===== src/rtl/core/tet_pkg.sv =====
// package for the tick extender with time table
// types, constants and shared sizes; no dependencies
`timescale 1ns / 1ps
package tet_pkg;
  localparam int MaxEntries = 64;
  localparam int IdxW = $clog2(MaxEntries);
  localparam int CntW = $clog2(MaxEntries + 1);
  localparam logic [31:0] WrapLimit = 32'h0fff_ffff;
  localparam logic [9:0] SpanReset = 10'd10;
  localparam logic [13:0] PeriodReset = 14'd1000;
  localparam logic CfgTickSpan = 1'b0;
  localparam logic CfgCheckPeriod = 1'b1;
  localparam logic ActSample = 1'b0;
  localparam logic ActQuery = 1'b1;

  typedef struct packed {
    logic        action;
    logic [31:0] raw_tick;
    logic [63:0] wall_time;
    logic [63:0] query_tick;
  } in_item_t;

  typedef struct packed {
    logic [63:0] current_tick;
    logic [63:0] converted_time;
    logic        entry_added;
    logic [6:0]  entry_count;
  } out_item_t;

  // controller to datapath
  typedef struct packed {
    logic load;       // capture input item
    logic tick;       // extend raw tick into ext
    logic sample;     // run drift check and anchor update
    logic wr_en;      // write table at wr_idx
    logic shift_en;   // move registered read data down into wr_idx (eviction)
    logic rd_en;      // read table at rd_idx
    logic [IdxW-1:0] rd_idx;
    logic [IdxW-1:0] wr_idx;
    logic q_init;     // start query search
    logic q_step;     // examine registered read data
    logic finish;     // load output register
  } tet_cmd_t;

  // datapath to controller
  typedef struct packed {
    logic action;
    logic need_seed;
    logic need_add;
    logic q_zero;
    logic q_hit;
  } tet_sts_t;
endpackage


===== src/rtl/core/tet_ctrl.sv =====
// controller: sequences sample update, table write/eviction and query walk
// depends on tet_pkg
`timescale 1ns / 1ps
module tet_ctrl (
  input  logic clk,
  input  logic rst_n,
  input  logic in_valid,
  output logic in_ready,
  output logic out_valid,
  input  logic out_ready,
  input  tet_pkg::tet_sts_t sts,
  input  logic [tet_pkg::CntW-1:0] cnt,
  output tet_pkg::tet_cmd_t cmd
);
  import tet_pkg::*;

  localparam logic [3:0] S_IDLE = 4'd0, S_SAMP = 4'd1, S_SEED = 4'd2,
    S_ADD = 4'd3, S_ERD = 4'd4, S_EWR = 4'd5, S_QRD = 4'd6, S_QCHK = 4'd7,
    S_FIN = 4'd8, S_OUT = 4'd9, S_QWT = 4'd10, S_CHK = 4'd11;

  logic [3:0] st_r, st_nxt;
  logic [IdxW-1:0] idx_r, idx_nxt;
  logic pend_r, pend_nxt;      // drift entry still to add after seeding
  logic ovalid_r, ovalid_nxt;
  logic full;

  assign full = (cnt == CntW'(MaxEntries));

  always_comb begin
    st_nxt = st_r; idx_nxt = idx_r; pend_nxt = pend_r; ovalid_nxt = ovalid_r;
    cmd = '0;
    in_ready = 1'b0;
    if (ovalid_r && out_ready) ovalid_nxt = 1'b0;
    case (st_r)
      S_IDLE: begin
        in_ready = 1'b1;
        if (in_valid && in_ready) begin
          cmd.load = 1'b1;
          st_nxt = S_SAMP;
        end
      end
      S_SAMP: begin
        if (sts.action == ActQuery) begin
          cmd.q_init = 1'b1;
          if (sts.q_zero || cnt == '0) st_nxt = S_FIN;
          else begin
            idx_nxt = IdxW'(cnt - 1'b1);
            st_nxt = S_QRD;
          end
        end else begin
          cmd.tick = 1'b1;
          st_nxt = S_CHK;
        end
      end
      S_CHK: begin
        cmd.sample = 1'b1;
        pend_nxt = sts.need_add;
        st_nxt = sts.need_seed ? S_SEED : (sts.need_add ? S_ADD : S_FIN);
      end
      S_SEED, S_ADD: begin
        if (st_r == S_SEED) pend_nxt = pend_r;
        if (full) begin
          idx_nxt = IdxW'(1);
          st_nxt = S_ERD;
        end else begin
          cmd.wr_en = 1'b1;
          cmd.wr_idx = IdxW'(cnt);
          if (st_r == S_SEED && pend_r) st_nxt = S_ADD;
          else begin
            st_nxt = S_FIN;
          end
          pend_nxt = 1'b0;
        end
      end
      S_ERD: begin
        if (idx_r == IdxW'(MaxEntries - 1)) begin
          cmd.wr_en = 1'b1;
          cmd.wr_idx = IdxW'(MaxEntries - 1);
          st_nxt = S_FIN;
        end else begin
          cmd.rd_en = 1'b1;
          cmd.rd_idx = idx_r + 1'b1;
          st_nxt = S_EWR;
        end
      end
      S_EWR: begin
        cmd.shift_en = 1'b1;
        cmd.wr_idx = idx_r;
        idx_nxt = idx_r + 1'b1;
        st_nxt = S_ERD;
      end
      S_QRD: begin
        cmd.rd_en = 1'b1;
        cmd.rd_idx = idx_r;
        st_nxt = S_QCHK;
      end
      S_QCHK: begin
        cmd.q_step = 1'b1;
        st_nxt = S_QWT;
      end
      S_QWT: begin
        if (sts.q_hit || idx_r == '0) st_nxt = S_FIN;
        else begin
          idx_nxt = idx_r - 1'b1;
          st_nxt = S_QRD;
        end
      end
      S_FIN: begin
        if (!ovalid_r || out_ready) begin
          cmd.finish = 1'b1;
          ovalid_nxt = 1'b1;
          st_nxt = S_IDLE;
        end
      end
      default: st_nxt = S_IDLE;
    endcase
  end

  always_ff @(posedge clk) begin
    if (!rst_n) begin
      st_r <= S_IDLE; idx_r <= '0; pend_r <= 1'b0; ovalid_r <= 1'b0;
    end else begin
      st_r <= st_nxt; idx_r <= idx_nxt; pend_r <= pend_nxt; ovalid_r <= ovalid_nxt;
    end
  end

  assign out_valid = ovalid_r;

`ifndef NO_ASSERTIONS
  a_load_idle: assert property (@(posedge clk) disable iff (!rst_n)
    cmd.load |-> st_r == S_IDLE) else $error("load outside idle");
  a_fin_out: assert property (@(posedge clk) disable iff (!rst_n)
    cmd.finish |=> out_valid) else $error("finish without valid");
  a_excl: assert property (@(posedge clk) disable iff (!rst_n)
    !(cmd.wr_en && cmd.shift_en)) else $error("write and shift together");
  a_cnt: assert property (@(posedge clk) disable iff (!rst_n)
    cnt <= CntW'(MaxEntries)) else $error("count overflow");
`endif
endmodule


===== config.mk =====
export PLATFORM = sky130hd
export DESIGN_NAME = tet_ctrl
export DESIGN_NICKNAME = d
export VERILOG_FILES = /design/src/rtl/core/tet_pkg.sv /design/src/rtl/core/tet_ctrl.sv
export SDC_FILE = /design/constraint.sdc
export NUM_CORES = 1
export LEC_CHECK = 0
export BUFFER_PORTS_ARGS = -buffer_cell sky130_fd_sc_hd__buf_2
export CORE_ASPECT_RATIO = 1.1
export CORE_UTILIZATION = 25
export CTS_BUF_LIST = sky130_fd_sc_hd__clkbuf_8
export DETAILED_ROUTE_END_ITERATION = 8
export SLEW_MARGIN = 10
export SYNTH_ARGS = -nofsm -noshare
export SYNTH_HDL_FRONTEND = slang
export SYNTH_SLANG_ARGS = --single-unit

===== constraint.sdc =====
create_clock -name clk -period 4.71 [get_ports clk]
set_input_delay 0.2355 -clock clk [delete_from_list [all_inputs] [get_ports clk]]
set_output_delay 0.2355 -clock clk [all_outputs]
set_load 0.05 [all_outputs]

==> summary.md <==
| Metric | Value |
|---|---|
| Status | `finished, violations left` |
| Failing checks | `DRC` |
| Synth Flop Type | `dfxtp_1` |
| Pre-antenna DRT Iters | `7` |
| Worst vdd ir | `0.354 mV` |
| Crit path max fanout | `12` |
| Full die area | `0.00553 mm2` |
| Pwr/cell area | `532 mW/mm2` |
| Synthesis-to-finish area growth | `19.3%` |
| Unique masters post-synth | `57` |
| Remaining antenna violation count after routing | `0` |
| Placed Area | `0.00152 mm2` |
| Clock sinks | `12` |
| Crit start category | `register` |
| Max-slew violations | `0` |
| Clock Latency Late Sink | `0.25 ns` |
| Final-report hold violation count | `0` |
| Post-Syn Area | `0.00131 mm2` |
| Seq/Total Area, Yosys | `0.184` |
| First-pass GRT wire length | `6390 um` |
| Async SR Flop Fraction | `0` |
| Yosys warns | `0` |
| Longest Clk Path Bufs | `2` |
| FILL cells | `534` |
| Final Instance Area | `0.00156 mm2` |
| Gr ovfl total | `0` |
| Slowest CP cell | `dfxtp_1` |
| Type of the tightest min-delay check | `input port to register` |
| Worst Max-Slew Pin Slew | `0.840 ns` |
| Routed WL | `3960 um` |
| DIE HEIGHT | `77.9 um` |
| DR iter-0 viols | `116` |
| CTS hold repair buffers | `0` |
| Drt wl/cell | `14.8 um` |
| Leakage | `0.000654 uW` |
| Number of global-route vias before repair | `1,304` |
| Diodes inserted | `0` |
| Post-Route Setup TNS | `0 ns` |
| Die width | `71.0 um` |
| Starting Density | `0.260` |
| Remaining DRCs | `1` |
| CTS resizes | `0` |
| Tmin final | `2.48 ns` |
| Post-synth EDFFs | `0` |
| CTS tree | `done` |
| IO buf count | `38` |
| Worst-path cell chain | `or4b_1 -> nor2_1 -> a221o_2 -> buf_2` |
| Initial antenna violation count | `0` |
| # IOs | `39` |
| Post-detail-place hpwl | `3010 um` |
| Clk root buf | `clkbuf_8` |
| # setup viols final | `0` |
| Number of buffers created by CTS | `3` |
| #FFs+latches synth | `12` |
| Critical Path End Type | `output port` |
| Fin crit share | `0.526` |
| Htree depth | `1` |
| Critical Path AT | `2.24 ns` |
| Critical path type | `register to output port` |
| Layout Nets | `231` |
| Synthesized instance count | `179` |
| Slew headroom | `0.436` |
| Synth Net Count | `198` |
| Req. time, crit path | `4.47 ns` |
| Ratio of cells with drive above 1 in the final layout | `0.271` |
| Worst-path clk slew | `0.06 ns` |
| Max Clock Skew | `0.00256 ns` |
| WP buf/inv | `1` |
| Routability cong. | `0.884` |
| Vias per cell | `5.50` |
| CP delay by family, top | `simple AND/OR/NAND/NOR gates` |
| Largest net degree at the start of global routing | `15` |
| Unrepaired setup endpoints after global routing | `false` |
| Gr usage total | `0.143` |
| Via count | `1,474` |
| Core Region | `0.00503 mm2` |
| Max cap viols | `0` |
| FMAX | `404 MHz` |
| Syn_area_per_cell | `7.31 um2` |
| Crit-path max cell delay | `0.56 ns` |
| Number of core rows | `27` |
| Post-CTS setup buffers | `0` |
==> logic make-up (layout without fill, tap and decap cells) <==
kind of cell    count (synthesis)  count (layout)  share of synthesized area
simple gates                   75              75                      0.301
compound gates                 58              58                      0.338
buf+inv                        22              53                     0.0793
flops                          12              12                      0.184
mux                             5               5                     0.0421
xor+xnor                        4               4                     0.0268
fa+ha+maj                       3               3                     0.0287
==> cells in the final DEF (no fill, tap or decap), drive strengths merged, types with 2 or more instances in the layout <==
cell type / Yosys / layout
nor2b: 4 / 4
dfxtp: 12 / 12
o22ai: 2 / 2
o311ai: 2 / 2
nand2b: 6 / 6
and3: 3 / 3
inv: 10 / 10
nand2: 10 / 10
a31o: 2 / 2
a221o: 6 / 6
xnor2: 3 / 3
or3: 2 / 2
o21ai: 10 / 10
and2: 2 / 2
buf: 8 / 40
nor3: 12 / 12
mux2: 4 / 4
o31ai: 5 / 5
a211oi: 4 / 4
a31oi: 3 / 3
nor2: 20 / 20
clkbuf: 4 / 3
nor4: 2 / 2
nand3: 8 / 8
ha: 3 / 3
a21oi: 9 / 9
==> worst register-to-register path: stages (launching register included) <==
cell and delay, ns:
dfxtp_1 0.56, inv_1 0.18, ha_1 0.23, a31oi_1 0.40, o2bb2ai_1 0.29, a2111oi_0 0.48, a211oi_1 0.09
==> cells in the mapped netlist, drive strengths merged (2+ instances only) <==
| library cell | number | area (um2) |
|---|---|---|
| a21oi | 9 | 45.0 |
| ha | 3 | 37.5 |
| nor4 | 2 | 12.5 |
| nand2b | 6 | 37.5 |
| xnor2 | 3 | 26.3 |
| nand2 | 10 | 37.5 |
| a31oi | 3 | 18.8 |
| o31ai | 5 | 37.5 |
| dfxtp | 12 | 240 |
| o311ai | 2 | 17.5 |
| nor2 | 20 | 75.1 |
| and3 | 3 | 20.0 |
| or3 | 2 | 17.5 |
| a211oi | 4 | 30.0 |
| nor3 | 12 | 65.1 |
| clkbuf | 4 | 15.0 |
| o22ai | 2 | 12.5 |
| buf | 8 | 51.3 |
| a221o | 6 | 61.3 |
| inv | 10 | 37.5 |
| a31o | 2 | 17.5 |
| o21ai | 10 | 61.3 |
| and2 | 2 | 12.5 |
| mux2 | 4 | 45.0 |
| nand3 | 8 | 40.0 |
| nor2b | 4 | 25.0 |
==> through the flow <==
stage | power (uW) | worst slack [ns] | utilization | hold WS, ns | std cells
2_1_floorplan | 612 | 1.73 | - | 0.465 | 179
3_3_place_gp | 728 | 2.44 | 0.302 | 0.571 | 265
3_5_place_dp | 727 | 2.44 | 0.302 | 0.576 | 265
4_1_cts | 824 | 2.25 | 0.310 | 0.322 | 268
5_1_grt | 888 | 2.11 | 0.310 | 0.338 | 268
6_report | 831 | 2.23 | 0.310 | 0.318 | 268
==> path summary, 6_finish.rpt <==
check,start,slack (ns),to,depth (start not counted)
setup / recovery,st_r[2],2.23,cmd[6],4
hold / removal,rst_n,0.32,st_r[2],2
setup reg to reg,idx_r[0],2.36,idx_r[1],6
hold reg to reg,pend_r,0.62,st_r[3],2
==> metal layers <==
layer,up-vias,global-route usage,part of all wire
met5,-,0,0
met4,0,0.0120,0.0033
met3,2,0.0312,0.060
met2,50,0.224,0.45
met1,678,0.206,0.49
li1,744,-,-
==> final cells by class <==
type / instances / area (um2) / area share
Tap cell: 58 / 72.6 / 0.0465
Timing Repair Buffer: 40 / 205 / 0.131
Sequential cell: 12 / 240 / 0.154
Clock buffer: 3 / 41.3 / 0.0264
Multi-Input combinational cell: 145 / 965 / 0.618
Inverter: 10 / 37.5 / 0.0240
==> power by group <==
| group | internal [uW] | switching [uW] | total (uW) |
|---|---|---|---|
| logic | 167 | 351 | 519 |
| registers | 133 | 81.6 | 214 |
| clock network | 56.6 | 41.7 | 98.3 |
==> registers in the layout, indices dropped and copies added, names as in the netlist <==
register / cells
idx_r: 6
st_r: 4
out_valid: 1
pend_r: 1
(Power assumes the default switching activity.)
